## src/json_string_unescape_assert.svh

```systemverilog
// assertion macros for the json string unescape block
// used by the top level only; needs a clock and an active-low reset signal
`ifndef JSON_STRING_UNESCAPE_ASSERT_SVH
`define JSON_STRING_UNESCAPE_ASSERT_SVH

// same-cycle implication, checked outside reset
`define JSU_ASSERT_IMP(label, clk, rst_n, ante, cons) \
    label: assert property (@(posedge clk) disable iff (!rst_n) (ante) |-> (cons)) \
        else $error("jsu assertion failed");

// next-cycle implication, checked outside reset
`define JSU_ASSERT_NXT(label, clk, rst_n, ante, cons) \
    label: assert property (@(posedge clk) disable iff (!rst_n) (ante) |=> (cons)) \
        else $error("jsu assertion failed");

`endif

```

## src/jsu_pkg.sv

```systemverilog
// shared types and codes for the json string unescape block
// no dependencies; imported by every module of the block
`timescale 1ns / 1ps

package jsu_pkg;

    // result kinds
    localparam logic [1:0] KIND_DATA  = 2'd0;
    localparam logic [1:0] KIND_CLOSE = 2'd1;
    localparam logic [1:0] KIND_ERR   = 2'd2;

    // error codes
    localparam logic [3:0] ERR_NO_OPEN    = 4'd0;
    localparam logic [3:0] ERR_CTRL       = 4'd1;
    localparam logic [3:0] ERR_UTF8       = 4'd2;
    localparam logic [3:0] ERR_INC_ESC    = 4'd3;
    localparam logic [3:0] ERR_BAD_ESC    = 4'd4;
    localparam logic [3:0] ERR_SHORT_HEX  = 4'd5;
    localparam logic [3:0] ERR_BAD_HEX    = 4'd6;
    localparam logic [3:0] ERR_MISS_LOW   = 4'd7;
    localparam logic [3:0] ERR_BAD_LOW    = 4'd8;
    localparam logic [3:0] ERR_UNPAIRED   = 4'd9;
    localparam logic [3:0] ERR_UNTERM     = 4'd10;

    // job queue between front and back
    localparam int QDEPTH = 4;
    localparam int QPTR_W = $clog2(QDEPTH);
    localparam int QCNT_W = $clog2(QDEPTH + 1);

    // results caused by one source byte
    typedef struct packed {
        logic [2:0]      count;   // 1..4
        logic [1:0]      kind;
        logic [3:0]      code;
        logic [3:0][7:0] data;    // data[0] leaves first
    } job_t;

    typedef struct packed {
        logic full;
        logic empty;
    } q_status_t;

endpackage

```

## src/jsu_front.sv

```systemverilog
// front part: accepts source bytes, runs the string decode state and
// builds one job per byte that has results; depends on jsu_pkg
`timescale 1ns / 1ps

module jsu_front (
    input  logic          aclk,
    input  logic          aresetn,
    input  logic          in_valid,
    output logic          in_ready,
    input  logic [7:0]    in_byte,
    input  logic          in_eos,
    input  jsu_pkg::q_status_t q_stat,
    output logic          push,
    output jsu_pkg::job_t push_job
);
    import jsu_pkg::*;

    localparam logic [2:0] M_IDLE    = 3'd0;
    localparam logic [2:0] M_STR     = 3'd1;
    localparam logic [2:0] M_UTF8    = 3'd2;
    localparam logic [2:0] M_ESC     = 3'd3;
    localparam logic [2:0] M_HEX_HI  = 3'd4;
    localparam logic [2:0] M_WANT_BS = 3'd5;
    localparam logic [2:0] M_WANT_U  = 3'd6;
    localparam logic [2:0] M_HEX_LO  = 3'd7;

    function automatic logic [4:0] hex_digit(input logic [7:0] c);
        logic [4:0] r;
        r = 5'd0;
        if (c >= 8'h30 && c <= 8'h39) begin
            r = {1'b1, c[3:0]};
        end else if ((c >= 8'h61 && c <= 8'h66) || (c >= 8'h41 && c <= 8'h46)) begin
            r = {1'b1, c[3:0] + 4'd9};
        end
        return r;
    endfunction

    function automatic logic [8:0] escape_byte(input logic [7:0] c);
        logic [8:0] r;
        case (c)
            8'h22:   r = {1'b1, 8'h22};
            8'h5c:   r = {1'b1, 8'h5c};
            8'h2f:   r = {1'b1, 8'h2f};
            8'h62:   r = {1'b1, 8'h08};
            8'h66:   r = {1'b1, 8'h0c};
            8'h6e:   r = {1'b1, 8'h0a};
            8'h72:   r = {1'b1, 8'h0d};
            8'h74:   r = {1'b1, 8'h09};
            default: r = 9'd0;
        endcase
        return r;
    endfunction

    function automatic logic [2:0] seq_len(input logic [7:0] lead);
        logic [2:0] r;
        if (lead < 8'he0)      r = 3'd2;
        else if (lead < 8'hf0) r = 3'd3;
        else                   r = 3'd4;
        return r;
    endfunction

    function automatic job_t encode_cp(input logic [20:0] cp);
        job_t j;
        j = '0;
        j.kind = KIND_DATA;
        if (cp <= 21'h7f) begin
            j.count   = 3'd1;
            j.data[0] = cp[7:0];
        end else if (cp < 21'h800) begin
            j.count   = 3'd2;
            j.data[0] = {3'b110, cp[10:6]};
            j.data[1] = {2'b10, cp[5:0]};
        end else if (cp < 21'h10000) begin
            j.count   = 3'd3;
            j.data[0] = {4'b1110, cp[15:12]};
            j.data[1] = {2'b10, cp[11:6]};
            j.data[2] = {2'b10, cp[5:0]};
        end else begin
            j.count   = 3'd4;
            j.data[0] = {5'b11110, cp[20:18]};
            j.data[1] = {2'b10, cp[17:12]};
            j.data[2] = {2'b10, cp[11:6]};
            j.data[3] = {2'b10, cp[5:0]};
        end
        return j;
    endfunction

    logic [2:0]  mode_reg, mode_next;
    logic [15:0] hex_accum_reg, hex_accum_next;
    logic [1:0]  hex_count_reg, hex_count_next;
    logic [9:0]  high_half_reg, high_half_next;
    logic [1:0]  utf8_left_reg, utf8_left_next;
    logic [20:0] utf8_accum_reg, utf8_accum_next;
    logic [7:0]  held_reg [3];

    logic        held_we;
    logic [1:0]  held_wa;
    logic        accept;
    logic [2:0]  total;
    logic [2:0]  idx;
    logic [20:0] acc_new;
    logic [20:0] acc_min;
    logic [4:0]  hexd;
    logic [15:0] hex_full;
    logic [8:0]  esc;
    logic [20:0] cp_pair;

    assign in_ready = !q_stat.full;
    assign accept   = in_valid && in_ready;

    assign total    = seq_len(held_reg[0]);
    assign idx      = total - {1'b0, utf8_left_reg};
    assign acc_new  = {utf8_accum_reg[14:0], in_byte[5:0]};
    assign acc_min  = (total == 3'd2) ? 21'h80 : ((total == 3'd3) ? 21'h800 : 21'h10000);
    assign hexd     = hex_digit(in_byte);
    assign hex_full = {hex_accum_reg[11:0], hexd[3:0]};
    assign esc      = escape_byte(in_byte);
    assign cp_pair  = 21'h10000 + {1'b0, high_half_reg, hex_full[9:0]};

    always_comb begin
        mode_next       = mode_reg;
        hex_accum_next  = hex_accum_reg;
        hex_count_next  = hex_count_reg;
        high_half_next  = high_half_reg;
        utf8_left_next  = utf8_left_reg;
        utf8_accum_next = utf8_accum_reg;
        held_we         = 1'b0;
        held_wa         = 2'd0;
        push            = 1'b0;
        push_job        = '0;

        if (accept) begin
            // fault is the common outcome, filled in first and overridden below
            push_job.kind  = KIND_ERR;
            push_job.count = 3'd1;
            case (mode_reg)
                M_STR: begin
                    if (in_eos) begin
                        push = 1'b1; push_job.code = ERR_UNTERM; mode_next = M_IDLE;
                    end else if (in_byte == 8'h22) begin
                        push = 1'b1; push_job.kind = KIND_CLOSE; mode_next = M_IDLE;
                    end else if (in_byte < 8'h20) begin
                        push = 1'b1; push_job.code = ERR_CTRL; mode_next = M_IDLE;
                    end else if (in_byte >= 8'h80) begin
                        if (in_byte < 8'hc2 || in_byte > 8'hf4) begin
                            push = 1'b1; push_job.code = ERR_UTF8; mode_next = M_IDLE;
                        end else begin
                            held_we        = 1'b1;
                            held_wa        = 2'd0;
                            utf8_left_next = 2'(seq_len(in_byte) - 3'd1);
                            if (in_byte < 8'he0)
                                utf8_accum_next = {16'd0, in_byte[4:0]};
                            else if (in_byte < 8'hf0)
                                utf8_accum_next = {17'd0, in_byte[3:0]};
                            else
                                utf8_accum_next = {18'd0, in_byte[2:0]};
                            mode_next = M_UTF8;
                        end
                    end else if (in_byte == 8'h5c) begin
                        mode_next = M_ESC;
                    end else begin
                        push = 1'b1; push_job.kind = KIND_DATA; push_job.data[0] = in_byte;
                    end
                end
                M_UTF8: begin
                    if (in_eos || in_byte[7:6] != 2'b10 || utf8_left_reg == 2'd0) begin
                        push = 1'b1; push_job.code = ERR_UTF8; mode_next = M_IDLE;
                    end else begin
                        utf8_accum_next = acc_new;
                        if (utf8_left_reg > 2'd1) begin
                            held_we        = (idx < 3'd3);
                            held_wa        = idx[1:0];
                            utf8_left_next = utf8_left_reg - 2'd1;
                        end else begin
                            utf8_left_next = 2'd0;
                            if (acc_new < acc_min || acc_new > 21'h10ffff ||
                                (acc_new >= 21'hd800 && acc_new <= 21'hdfff)) begin
                                push = 1'b1; push_job.code = ERR_UTF8; mode_next = M_IDLE;
                            end else begin
                                push            = 1'b1;
                                push_job.kind   = KIND_DATA;
                                push_job.count  = total;
                                push_job.data[0] = held_reg[0];
                                case (total)
                                    3'd2: begin
                                        push_job.data[1] = in_byte;
                                    end
                                    3'd3: begin
                                        push_job.data[1] = held_reg[1];
                                        push_job.data[2] = in_byte;
                                    end
                                    default: begin
                                        push_job.data[1] = held_reg[1];
                                        push_job.data[2] = held_reg[2];
                                        push_job.data[3] = in_byte;
                                    end
                                endcase
                                mode_next = M_STR;
                            end
                        end
                    end
                end
                M_ESC: begin
                    if (in_eos) begin
                        push = 1'b1; push_job.code = ERR_INC_ESC; mode_next = M_IDLE;
                    end else if (in_byte == 8'h75) begin
                        hex_accum_next = 16'd0;
                        hex_count_next = 2'd0;
                        mode_next      = M_HEX_HI;
                    end else if (!esc[8]) begin
                        push = 1'b1; push_job.code = ERR_BAD_ESC; mode_next = M_IDLE;
                    end else begin
                        push = 1'b1; push_job.kind = KIND_DATA; push_job.data[0] = esc[7:0];
                        mode_next = M_STR;
                    end
                end
                M_HEX_HI, M_HEX_LO: begin
                    if (in_eos) begin
                        push = 1'b1; push_job.code = ERR_SHORT_HEX; mode_next = M_IDLE;
                    end else if (!hexd[4]) begin
                        push = 1'b1; push_job.code = ERR_BAD_HEX; mode_next = M_IDLE;
                    end else begin
                        hex_accum_next = hex_full;
                        if (hex_count_reg < 2'd3) begin
                            hex_count_next = hex_count_reg + 2'd1;
                        end else begin
                            hex_count_next = 2'd0;
                            if (mode_reg == M_HEX_HI) begin
                                if (hex_full >= 16'hd800 && hex_full <= 16'hdbff) begin
                                    high_half_next = hex_full[9:0];
                                    mode_next      = M_WANT_BS;
                                end else if (hex_full >= 16'hdc00 && hex_full <= 16'hdfff) begin
                                    push = 1'b1; push_job.code = ERR_UNPAIRED;
                                    mode_next = M_IDLE;
                                end else begin
                                    push      = 1'b1;
                                    push_job  = encode_cp({5'd0, hex_full});
                                    mode_next = M_STR;
                                end
                            end else begin
                                if (hex_full < 16'hdc00 || hex_full > 16'hdfff) begin
                                    push = 1'b1; push_job.code = ERR_BAD_LOW;
                                    mode_next = M_IDLE;
                                end else begin
                                    push      = 1'b1;
                                    push_job  = encode_cp(cp_pair);
                                    mode_next = M_STR;
                                end
                            end
                        end
                    end
                end
                M_WANT_BS: begin
                    if (in_eos || in_byte != 8'h5c) begin
                        push = 1'b1; push_job.code = ERR_MISS_LOW; mode_next = M_IDLE;
                    end else begin
                        mode_next = M_WANT_U;
                    end
                end
                M_WANT_U: begin
                    if (in_eos || in_byte != 8'h75) begin
                        push = 1'b1; push_job.code = ERR_MISS_LOW; mode_next = M_IDLE;
                    end else begin
                        hex_accum_next = 16'd0;
                        hex_count_next = 2'd0;
                        mode_next      = M_HEX_LO;
                    end
                end
                default: begin
                    if (!in_eos && in_byte == 8'h22) begin
                        mode_next = M_STR;
                    end else begin
                        push = 1'b1; push_job.code = ERR_NO_OPEN; mode_next = M_IDLE;
                    end
                end
            endcase
        end
    end

    always_ff @(posedge aclk) begin
        if (!aresetn) begin
            mode_reg       <= M_IDLE;
            hex_accum_reg  <= 16'd0;
            hex_count_reg  <= 2'd0;
            high_half_reg  <= 10'd0;
            utf8_left_reg  <= 2'd0;
            utf8_accum_reg <= 21'd0;
        end else begin
            mode_reg       <= mode_next;
            hex_accum_reg  <= hex_accum_next;
            hex_count_reg  <= hex_count_next;
            high_half_reg  <= high_half_next;
            utf8_left_reg  <= utf8_left_next;
            utf8_accum_reg <= utf8_accum_next;
        end
    end

    // held sequence bytes, always written before they are read
    always_ff @(posedge aclk) begin
        if (held_we) begin
            held_reg[held_wa] <= in_byte;
        end
    end

endmodule

```

## src/jsu_queue.sv

```systemverilog
// short job queue between the decode front and the result back part
// depends on jsu_pkg
`timescale 1ns / 1ps

module jsu_queue (
    input  logic          aclk,
    input  logic          aresetn,
    input  logic          push,
    input  jsu_pkg::job_t push_job,
    input  logic          pop,
    output jsu_pkg::job_t head_job,
    output jsu_pkg::q_status_t q_stat
);
    import jsu_pkg::*;

    job_t              mem_reg [QDEPTH];
    logic [QPTR_W-1:0] wr_ptr_reg, wr_ptr_next;
    logic [QPTR_W-1:0] rd_ptr_reg, rd_ptr_next;
    logic [QCNT_W-1:0] cnt_reg, cnt_next;
    logic              do_push;
    logic              do_pop;

    assign q_stat.full  = (cnt_reg == QCNT_W'(QDEPTH));
    assign q_stat.empty = (cnt_reg == '0);
    assign do_push      = push && !q_stat.full;
    assign do_pop       = pop && !q_stat.empty;
    assign head_job     = mem_reg[rd_ptr_reg];

    always_comb begin
        wr_ptr_next = do_push ? wr_ptr_reg + 1'b1 : wr_ptr_reg;
        rd_ptr_next = do_pop ? rd_ptr_reg + 1'b1 : rd_ptr_reg;
        cnt_next    = cnt_reg;
        if (do_push && !do_pop)
            cnt_next = cnt_reg + 1'b1;
        else if (do_pop && !do_push)
            cnt_next = cnt_reg - 1'b1;
    end

    always_ff @(posedge aclk) begin
        if (!aresetn) begin
            wr_ptr_reg <= '0;
            rd_ptr_reg <= '0;
            cnt_reg    <= '0;
        end else begin
            wr_ptr_reg <= wr_ptr_next;
            rd_ptr_reg <= rd_ptr_next;
            cnt_reg    <= cnt_next;
        end
    end

    always_ff @(posedge aclk) begin
        if (do_push) begin
            mem_reg[wr_ptr_reg] <= push_job;
        end
    end

endmodule

```

## src/jsu_back.sv

```systemverilog
// back part: walks the head job one result word per cycle into the
// output register while it is free or being taken; depends on jsu_pkg
`timescale 1ns / 1ps

module jsu_back (
    input  logic          aclk,
    input  logic          aresetn,
    input  jsu_pkg::job_t head_job,
    input  jsu_pkg::q_status_t q_stat,
    output logic          pop,
    output logic          out_valid,
    input  logic          out_ready,
    output logic [1:0]    out_kind,
    output logic [7:0]    out_byte,
    output logic [3:0]    out_code,
    output logic          out_last
);
    import jsu_pkg::*;

    logic [1:0] idx_reg, idx_next;
    logic       valid_reg, valid_next;
    logic [1:0] kind_reg;
    logic [7:0] byte_reg;
    logic [3:0] code_reg;
    logic       last_reg;
    logic       load;
    logic       at_last;

    assign load    = !q_stat.empty && (!valid_reg || out_ready);
    assign at_last = ({1'b0, idx_reg} + 3'd1 == head_job.count);
    assign pop     = load && at_last;

    always_comb begin
        idx_next   = idx_reg;
        valid_next = valid_reg;
        if (load) begin
            valid_next = 1'b1;
            idx_next   = at_last ? 2'd0 : idx_reg + 2'd1;
        end else if (out_ready) begin
            valid_next = 1'b0;
        end
    end

    always_ff @(posedge aclk) begin
        if (!aresetn) begin
            idx_reg   <= 2'd0;
            valid_reg <= 1'b0;
        end else begin
            idx_reg   <= idx_next;
            valid_reg <= valid_next;
        end
    end

    always_ff @(posedge aclk) begin
        if (load) begin
            kind_reg <= head_job.kind;
            byte_reg <= head_job.data[idx_reg];
            code_reg <= head_job.code;
            last_reg <= at_last;
        end
    end

    assign out_valid = valid_reg;
    assign out_kind  = kind_reg;
    assign out_byte  = byte_reg;
    assign out_code  = code_reg;
    assign out_last  = last_reg;

endmodule

```

## src/json_string_unescape.sv

```systemverilog
// top level of the json string unescape block
// instantiates jsu_front, jsu_queue and jsu_back; uses jsu_pkg and the assert macros
//
// channel   dir   tdata                          tuser           tlast
// s_        in    [7:0] in_byte                  [0] end_of_src  -
// m_        out   [7:0] out_byte, [11:8] code    [1:0] kind      last_of_run
//
// a source byte is taken whenever the 4-entry job queue has room
// results leave one word per cycle while m_tready is high, so a byte that
// yields k results holds the back part until all k have left; plain text runs
// at one byte per cycle when the output does not stall
// a result passes the job queue and then the output register before it is presented
// synchronous reset; no clearing pass
// output stalls back up through the queue to s_tready
`timescale 1ns / 1ps
`include "json_string_unescape_assert.svh"

module json_string_unescape (
    input  logic        aclk,
    input  logic        aresetn,
    input  logic        s_tvalid,
    output logic        s_tready,
    input  logic [7:0]  s_tdata,   // [7:0] in_byte
    input  logic        s_tuser,   // [0] end_of_source
    output logic        m_tvalid,
    input  logic        m_tready,
    output logic [15:0] m_tdata,   // [7:0] out_byte, [11:8] error_code, [15:12] zero
    output logic [1:0]  m_tuser,   // [1:0] kind
    output logic        m_tlast
);
    import jsu_pkg::*;

    logic      fe_push;
    job_t      fe_job;
    job_t      q_head;
    q_status_t q_stat;
    logic      be_pop;
    logic [7:0] out_byte;
    logic [3:0] out_code;

    jsu_front u_front (
        .aclk     (aclk),
        .aresetn  (aresetn),
        .in_valid (s_tvalid),
        .in_ready (s_tready),
        .in_byte  (s_tdata),
        .in_eos   (s_tuser),
        .q_stat   (q_stat),
        .push     (fe_push),
        .push_job (fe_job)
    );

    jsu_queue u_queue (
        .aclk     (aclk),
        .aresetn  (aresetn),
        .push     (fe_push),
        .push_job (fe_job),
        .pop      (be_pop),
        .head_job (q_head),
        .q_stat   (q_stat)
    );

    jsu_back u_back (
        .aclk      (aclk),
        .aresetn   (aresetn),
        .head_job  (q_head),
        .q_stat    (q_stat),
        .pop       (be_pop),
        .out_valid (m_tvalid),
        .out_ready (m_tready),
        .out_kind  (m_tuser),
        .out_byte  (out_byte),
        .out_code  (out_code),
        .out_last  (m_tlast)
    );

    assign m_tdata = {4'd0, out_code, out_byte};

    `JSU_ASSERT_IMP(a_no_push_full, aclk, aresetn, fe_push, !q_stat.full)
    `JSU_ASSERT_IMP(a_ctrl_alone, aclk, aresetn, m_tvalid && m_tuser != KIND_DATA, m_tlast && m_tdata[7:0] == 8'd0)
    `JSU_ASSERT_IMP(a_code_err_only, aclk, aresetn, m_tvalid && m_tuser != KIND_ERR, m_tdata[11:8] == 4'd0)
    `JSU_ASSERT_NXT(a_back_moves, aclk, aresetn, !q_stat.empty && (!m_tvalid || m_tready), m_tvalid)

endmodule

```

## config.mk

```make
export PLATFORM = sky130hd
export DESIGN_NAME = json_string_unescape
export DESIGN_NICKNAME = d
export VERILOG_FILES = /design/src/jsu_pkg.sv /design/src/jsu_front.sv /design/src/jsu_queue.sv /design/src/jsu_back.sv /design/src/json_string_unescape.sv
export VERILOG_INCLUDE_DIRS = /design/src /design/src/src
export SDC_FILE = /design/constraint.sdc
export NUM_CORES = 1
export LEC_CHECK = 0
export BUFFER_PORTS_ARGS = -buffer_cell sky130_fd_sc_hd__buf_2
export CAP_MARGIN = 10
export CORE_MARGIN = 2
export CORE_UTILIZATION = 45
export DETAILED_ROUTE_END_ITERATION = 8
export GPL_TIMING_DRIVEN = 0
export PLACE_DENSITY_LB_ADDON = 0.12
export SLEW_MARGIN = 20
export SYNTH_ARGS = -nofsm -noshare
export SYNTH_HDL_FRONTEND = slang
export SYNTH_SLANG_ARGS = --single-unit
```

## constraint.sdc

```tcl
create_clock -name aclk -period 10.9 [get_ports aclk]
set_input_delay 1.09 -clock aclk [delete_from_list [all_inputs] [get_ports aclk]]
set_output_delay 1.09 -clock aclk [all_outputs]
set_load 0.05 [all_outputs]
```

Word-level counts from Yosys, hierarchy flattened

Memory sizes are Yosys's and may differ from the RTL's. A register that Yosys moved wholly into a read port is not among the register bits.
Index checks and enable logic that the tools add are counted.

Register bits: 69
Bits in writable memories: 188
Memories: 2

Add/sub/neg operators: 12
$lt $le $gt $ge: 33
Eq/ne operators: 37
Multiplexer cells: 205
Bitwise gates (word level): 2
Reductions and logical operators: 42

Memories:

| memory           | depth | width | read ports | clocked after memory_dff | write ports | line            | source |
|---|---|---|---|---|---|---|---|
| u_queue.mem_reg  | 4     | 41    | 1          | 1                        | 1           | jsu_queue.sv:16 | `job_t mem_reg [QDEPTH];` |
| u_front.held_reg | 3     | 8     | 3          | 0                        | 1           | jsu_front.sv:94 | `logic [7:0] held_reg [3];` |

Operators by type and width:

| cell                   | count |
|---|---|
| $mux 24                | 21 |
| $mux 41                | 5 |
| $mux 32                | 6 |
| $mux 8                 | 15 |
| $mux 15                | 7 |
| $mux 3                 | 27 |
| $mux 2                 | 40 |
| $pmux 9 s8             | 1 |
| $mux 12                | 5 |
| $eq 8x7->1 const B     | 7 |
| $mux 16                | 3 |
| $pmux 24 s2            | 1 |
| $lt 8x8->1 const B     | 5 |
| $mux 4                 | 10 |
| $mux 5                 | 8 |
| $mux 1                 | 39 |
| $pmux 12 s3            | 1 |
| $ge 16x16->1 const B   | 2 |
| $le 16x16->1 const B   | 2 |
| $pmux 8 s4             | 1 |
| $pmux 15 s2            | 1 |
| $pmux 4 s6             | 1 |
| $mux 22                | 1 |
| $add 17x20->21 const A | 1 |
| other kinds (64)       | 121 |

Depth between registers and ports, before layout

Gate-level depths: netlist of the first run.

Depth in word-level cells: 26
Mapped depth: 14
Gate-level depth less buffers: 13

By module

Synthesis of the first run repeated with hierarchy kept, for this count alone.

Cell total of the unflattened synthesis: 1,007
Area, all modules: 12,733.5 um^2

By module, submodules not included:

| module               | times used | cells an instance | area each (um^2) |
|---|---|---|---|
| jsu_queue            | 1          | 263               | 6,456.2 |
| jsu_front            | 1          | 693               | 5,398.9 |
| jsu_back             | 1          | 46                | 844.6 |
| json_string_unescape | 1          | 5                 | 33.8 |

Worst setup path before layout of the first run

No wires, ideal clock.

Kind: input to register
Start point: in s_tdata[1]
End point: mem u_queue.mem_reg[0][0] (netlist name) (enable)
Setup time: 0.402 ns
Arrival time: 3.825 ns
Required time: 10.498 ns
Slack: 6.673 ns
Stages: 9
Cells stage by stage: clkbuf_1 inv_1 ha_1 or3b_1 and3_4 o21ai_0 a21o_1 o31a_1 and2_1

Longest elaborated chain between the ends: 17

RTL lines:

| element                                             | line                       | source |
|---|---|---|
| start, declared                                     | json_string_unescape.sv:23 | `input logic [7:0] s_tdata,` |
| $ge 8x7->1 / $le 8x7->1 (equally long branches)     | jsu_front.sv:32            | `end else if ((c >= 8'h61 && c <= 8'h66) \|\| (c >= 8'h41 && c <= 8'h46)) begin` |
| $logic_and 1x1->1                                   | jsu_front.sv:32            |  |
| $logic_or 1x1->1                                    | jsu_front.sv:32            |  |
| $mux 5                                              | jsu_front.sv:32            |  |
| $mux 5                                              | jsu_front.sv:30            | `if (c >= 8'h30 && c <= 8'h39) begin` |
| $ge 16x16->1 / $le 16x16->1 (equally long branches) | jsu_front.sv:229           | `if (hex_full >= 16'hd800 && hex_full <= 16'hdbff) begin` |
| $logic_and 1x1->1                                   | jsu_front.sv:229           |  |
| $mux 1                                              | jsu_front.sv:229           |  |
| [2 not listed]                                      | -                          |  |
| $mux 1                                              | jsu_front.sv:220           | `end else if (!hexd[4]) begin` |
| $mux 1                                              | jsu_front.sv:218           | `if (in_eos) begin` |
| $pmux 1 s6 *                                        | jsu_front.sv:136           | `case (mode_reg)` |
| $mux 1 *                                            | jsu_front.sv:132           | `if (accept) begin` |
| $logic_and 1x1->1 *                                 | jsu_queue.sv:25            | `assign do_push = push && !q_stat.full;` |
| named net u_queue.do_push                           | jsu_queue.sv:20            | `logic do_push;` |
| $mux 1 *                                            | jsu_queue.sv:52            | `if (do_push) begin` |
| $mux 1 (not written as such) *                      | jsu_queue.sv:53            | `mem_reg[wr_ptr_reg] <= push_job;` |
| end, declared                                       | jsu_queue.sv:16            |  |

Mark *: on every way through the listed nets, which the timed path passes. The rest lies on a longest branch.

Final worst setup path of the first run

Start point: in s_tdata[1]
End point: reg u_queue.cnt_reg[2]

Longest elaborated chain between the ends: 18

RTL lines:

| element                                             | line             | source |
|---|---|---|
| $ge 8x7->1 / $le 8x7->1 (equally long branches)     | jsu_front.sv:32  |  |
| $logic_and 1x1->1                                   | jsu_front.sv:32  |  |
| $logic_or 1x1->1                                    | jsu_front.sv:32  |  |
| $mux 5                                              | jsu_front.sv:32  |  |
| $mux 5                                              | jsu_front.sv:30  |  |
| $ge 16x16->1 / $le 16x16->1 (equally long branches) | jsu_front.sv:229 |  |
| $logic_and 1x1->1                                   | jsu_front.sv:229 |  |
| $mux 1                                              | jsu_front.sv:229 |  |
| [3 not listed]                                      | -                |  |
| $mux 1                                              | jsu_front.sv:218 |  |
| $pmux 1 s6 *                                        | jsu_front.sv:136 |  |
| $mux 1 *                                            | jsu_front.sv:132 |  |
| $logic_and 1x1->1 *                                 | jsu_queue.sv:25  |  |
| named net u_queue.do_push                           | jsu_queue.sv:20  |  |
| $logic_not 1->1                                     | jsu_queue.sv:35  | `else if (do_pop && !do_push)` |
| $logic_and 1x1->1                                   | jsu_queue.sv:35  |  |
| $reduce_bool 2->1 (no source line)                  | -                |  |
| end signal, assigned                                | jsu_queue.sv:47  | `cnt_reg <= cnt_next;` |
| end, declared                                       | jsu_queue.sv:19  | `logic [QCNT_W-1:0] cnt_reg, cnt_next;` |

Marks and branches as above.
A chain may end at the register's enable or synchronous reset.

==> flow_summary_export.csv, run 1 <==
group,metric,value,unit
status,status,"completed",
clock_network,path_clk_slew,0.06,ns
grt,grt.total_usage,0.246,
finish,largest_register_ff_count,164,
drt,drt-vias-per-instance,6.04,
power,power.total,2.84,mW
setup_path,required,11.38,ns
sta,hold_ws,0.473,ns
clock_network,cts_resized,0,
grt,grt_start_max_net_pins,42,
logic_synthesis,syn_area,12700,µm²
logic_synthesis,yosysSeqAreaShare,0.566,
clock_network,postCtsHoldBufs,0,
setup_path,startpoint_type,"primary input",
drt,wl_met2,16600,µm
setup_path,end_kind,"flop",
setup_path,slowest_stage,"clkbuf_1",
setup_path,crit_type,"primary input to flop",
sta,fmax,216,MHz
die,fp.dieW,172,µm
logic_synthesis,avgSynthCellArea,12.6,µm²
drt,drt_iter0_drc,794,
power,power_frac_seq,0.440,
power,internal_power,1.98,mW
logic_synthesis,syn_inst,1014,
setup_path,cp_data_arrival_time,5.11,ns
clock_network,h-tree-depth,1,
clock_network,clkSinkCount,259,
placement,dp.cells,1428,
placement,dp_hpwl,25200,µm
drt,routed_wl,35800,µm
die,die_area,29700,µm²
placement,gp_congestion,0.951,
sta,period_minus_slack,4.63,ns
finish,area_growth,12.1,%
finish,instances_no_fill,1477,
finish,drive_gt1_frac,0.147,
power,power.density,198,nW/µm²
sta,setup_tns,0,ns
logic_synthesis,synth_edf_count,203,
logic_synthesis,ys_warn_count,0,
logic_synthesis,ys_top_cells_by_area,"edfxtp_1, dfxtp_1, mux4_2",
run,drv_cap,0,
logic_synthesis,yosysUniqueCellTypes,89,
sta,fin_crit_sh,0.425,
power,clock_power_share,0.319,
finish,fin_nets,1110,
die,start_util,0.458,
die,num_rows,61,
sta,slew_viol_final,0,
setup_path,cp_cell_sequence,"buf_2 > clkbuf_1 > inv_1 > ha_1 > or3b_1 > and3_4 > o21ai_0 > a21o_1 > o31a_1 > ha_1 > inv_1 > fa_1 > xor2_1 > or3_1 > a21boi_0",
logic_synthesis,async_reset_ff_frac,0,
clock_network,root_buffer,"clkbuf_16",
power,swShare,0.302,
power,p_leak,4.79,nW
drt,wl_met1,15900,µm
die,fp.dieH,172,µm
setup_path,cp_slowest_stage_delay,0.56,ns
drt,dr_total_vias,8927,
finish,final_common_cell,"edfxtp_1",
clock_network,clock_path_buffers,3,
sta,relSlewSlack,0.281,
finish,layout_common_cells,"edfxtp_1, nor2_1, dfxtp_1",
clock_network,cts_buffers,27,
drt,drc,0,
die,num_io_pins,34,
drt,dr.pass1.iters,5,
logic_synthesis,yosysTopAreaCell,"edfxtp_1",
finish,diodes,0,
grt,grt_pass1_vias,8691,
die,core,27900,µm²
grt,antenna_found_initial,0,
power,p_comb_frac,0.241,
sta,worst_pin_slew,1.07,ns
drt,wl_per_cell,24.2,µm
sta,setup_viol,0,
hold_path,min_path_type,"flop to flop",
sta,skew,0.0178,ns
logic_synthesis,synth-seq-cells,259,
clock_network,post_cts_buffers,0,
power,ir_worst_vdd,98.2,µV
setup_path,cp_max_fo,10,
grt,gr-total-overflow,0,
sta,final_hold_viol_count,0,
clock_network,clk_latency,0.55,ns
drt,wl_met3,2150,µm
placement,io_buffers,27,
grt,grt_pass1_wl,54100,µm
logic_synthesis,synth_top_area_share,0.478,
logic_synthesis,synth_flop_cell,"edfxtp_1",
sta,rsz0062_at_grt,"no",
drt,topRoutingLayerUsed,"met4",
drt,ant_nets,0,
clock_network,cts_tree,"done",
power,switching_power,0.856,mW
[layout make-up]
type / count / area, µm²
Multi-Input combinational cell: 672 / 5220
Clock inverter: 17 / 178
Inverter: 20 / 75.1
Tap cell: 378 / 473
Sequential cell: 259 / 7220
Fill cell: 2455 / 13600
Clock buffer: 32 / 694
Timing Repair Buffer: 29 / 148
Buffer: 70 / 297
[per-stage QoR]
step | setup slack (ns) | cell area [µm²] | util
finish | 6.27 | 14300 | 0.513
global route | 6.02 | 14300 | 0.513
CTS | 6.37 | 14300 | 0.513
detailed placement | 5.81 | 13400 | 0.482
global placement | 5.06 | 13400 | 0.480
floorplan | 6.67 | 12800 | -
[synth_stat cells (all sizes together), types with 24 or more instances]
library cell,count
a21boi,24
mux4,49
nor2b,29
mux2i,25
nand2,52
edfxtp,203
clkbuf,47
nor2,61
a21oi,49
o21ai,43
dfxtp,56
nand3,38
[logic make-up (layout without fill, tap and decap cells)]
group,count (synthesis),after routing,synth area share
AND/OR/NAND/NOR,325,325,0.144
buffers and inverters,90,168,0.0291
adder cells (fa/ha/maj),18,18,0.0188
AO/OA/AOI/OAI,235,235,0.127
XOR/XNOR,11,11,0.00756
flip-flops,259,259,0.566
multiplexers,75,75,0.107
other,1,8,0.000294
[critical path: cells and delay by family]
kind            cells  cell delay, ns
simple gates        3            0.95
xor+xnor            1            0.18
buf+inv             4            0.98
compound gates      4            0.89
fa+ha+maj           3            1.01
[per-layer routing]
metal	up-vias	track usage
met3	68	0.0277
met5	-	0
li1	4071	-
met1	4460	0.352
met2	328	0.397
met4	0	0.0734
[power groups by stage]
stage	Combinational (mW)	Sequential, mW	Clock [mW]
after floorplan	0.396	1.37	0
after global placement	0.685	1.27	0
after detailed placement	0.690	1.27	0
after CTS	0.692	1.25	0.927
after global routing	0.737	1.26	0.965
final	0.684	1.25	0.905
[path summary, 6_finish.rpt]
kind | startpoint | end | slack [ns] | depth (start not counted)
worst max-delay path | s_tdata[1] | u_queue.cnt_reg[2] | 6.27 | 15
worst min-delay path | u_front.hex_count_reg[1] | u_front.hex_count_reg[1] | 0.47 | 2
worst max register to register | u_front.held_reg[0][4] | u_front.held_reg[1][7] | 7.01 | 9
worst min register to register | u_front.hex_count_reg[1] | u_front.hex_count_reg[1] | 0.47 | 2
No activity file was read; power rests on OpenSTA's default activity.
==> run 2: changes to the inputs <==
Clock period 10.9 ns to 4.02 ns, I/O delays scaled along.
==> flow_summary_export.csv, run 2 (same netlist as run 1, synthesis figures left out) <==
group,metric,value,unit
status,status,"completed",
setup_path,cp_data_arrival_time,4.04,ns
setup_path,r2r-start,"u_front.held_reg[0][4]",
hold_path,hold_depth,1,
clock_network,clk_latency,0.56,ns
die,start_util,0.458,
clock_network,cts_buffers,27,
run,drv_cap,0,
sta,period_minus_slack,3.85,ns
grt,grt_start_max_net_pins,42,
setup_path,r2r-end,"u_front.held_reg[0][1]",
sta,slew_viol_final,0,
placement,dp.cells,1428,
drt,ant_nets,0,
power,ir_worst_vdd,266,µV
sta,worst_pin_slew,1.04,ns
clock_network,root_buffer,"clkbuf_16",
setup_path,reg2reg_slack,0.17,ns
drt,drt-vias-per-instance,6.09,
setup_path,crit_path_end,"u_front.held_reg[0][1]",
drt,wl_per_cell,24.2,µm
finish,diodes,0,
sta,fin_crit_sh,0.958,
grt,antenna_found_initial,0,
die,die_area,29700,µm²
finish,drive_gt1_frac,0.148,
drt,dr_total_vias,8991,
placement,io_buffers,27,
clock_network,clock_path_buffers,3,
finish,instances_no_fill,1476,
clock_network,cts_tree,"done",
setup_path,crit_type,"flop to flop",
finish,area_growth,12.2,%
drt,dr.pass1.iters,5,
sta,setup_viol,0,
drt,drc,0,
die,num_rows,61,
power,p_leak,4.81,nW
placement,gp_congestion,0.951,
finish,final_common_cell,"edfxtp_1",
placement,dp_hpwl,25200,µm
die,num_io_pins,34,
clock_network,clkSinkCount,259,
setup_path,startpoint_type,"flop",
grt,grt.total_usage,0.246,
grt,gr-total-overflow,0,
setup_path,required,4.20,ns
setup_path,ff2ff_path_depth,8,
drt,routed_wl,35800,µm
die,core,27900,µm²
finish,layout_common_cells,"edfxtp_1, nor2_1, dfxtp_1",
setup_path,cp_max_fo,10,
sta,final_hold_viol_count,0,
setup_path,startpoint,"u_front.held_reg[0][4]",
hold_path,min_path_type,"primary input to flop",
setup_path,end_kind,"flop",
sta,fmax,260,MHz
clock_network,path_clk_slew,0.06,ns
finish,fin_nets,1109,
grt,grt_pass1_vias,8691,
die,fp.dieH,172,µm
grt,grt_pass1_wl,54100,µm
power,power.density,538,nW/µm²
drt,drt_iter0_drc,786,
sta,timing.final.ws_setup,0.168,ns
placement,dp_slack,-0.379,ns
clock_network,postCtsHoldBufs,0,
sta,relSlewSlack,0.298,
clock_network,h-tree-depth,1,
die,fp.dieW,172,µm
finish,largest_register_ff_count,164,
finish,final.fill_count,2450,
sta,skew,0.0144,ns
==> run 2: cell types whose count changed in the layout (fill, tap and decap cells not counted), sizes merged <==
cell | before | now
clkbuf | 79 | 78
==> run 2: stage by stage <==
stage                     setup TNS [ns]  instance area (µm²)  power [mW]  hold slack (ns)   util
after floorplan                        0                12800        4.80            0.444      -
after detailed placement           -3.85                13400        5.32            0.467  0.482
final                                  0                14300        7.70           0.0910  0.514
after global routing              -0.197                14300        8.03           0.0866  0.514
after CTS                              0                14300        7.78           0.0827  0.513
after global placement           -190.21                13400        5.30            0.461  0.480
==> run 2: worst min-delay path by stage <==
stage,start,end,slack [ns]
detailed placement,u_front.hex_count_reg[1],u_front.hex_count_reg[1],0.47
floorplan,u_front.utf8_accum_reg[0],u_front.utf8_accum_reg[0],0.44
global placement,u_front.hex_count_reg[1],u_front.hex_count_reg[1],0.46
finish,s_tdata[7],u_front.held_reg[0][7],0.09
global route,s_tdata[7],u_front.held_reg[1][7],0.09
CTS,s_tdata[7],u_front.held_reg[1][7],0.08
==> run 2: worst max-delay path: stages, from the launching register on <==
cell and delay, ns:
edfxtp_1 0.35, clkbuf_1 0.33, nand4_1 0.38, clkinv_1 0.43, fa_1 0.71, o22a_1 0.15
a31oi_1 0.13, a211oi_1 0.34, nor2b_1 0.65
==> run 2: routing by layer <==
layer / GRT usage / share of wire
met1: 0.352 / 0.44
met2: 0.397 / 0.46
met3: 0.0277 / 0.063
met4: 0.0734 / 0.032
met5: 0 / 0
==> run 2: where the power goes <==
part / internal (mW) / leakage, nW / switching [mW] / total, mW
registers: 3.29 / 2.36 / 0.0958 / 3.38
logic: 0.652 / 2.04 / 1.20 / 1.85
clock network: 1.43 / 0.414 / 1.03 / 2.46
==> run 2: repair_timing <==
action / CTS / global route
setup endpoints to repair: 0 / 10
resized for setup: 0 / 2
setup buffers: 0 / 0
==> run 2: final cells by class <==
cell class	count	area [µm²]	share of cell area
multi-input cells	672	5230	0.366
clock buffers	32	694	0.0485
plain buffers	69	293	0.0205
well taps	378	473	0.0331
repair buffers	29	148	0.0103
clock inverters	17	178	0.0124
flip-flops and latches	259	7220	0.504
inverters	20	75.1	0.00525
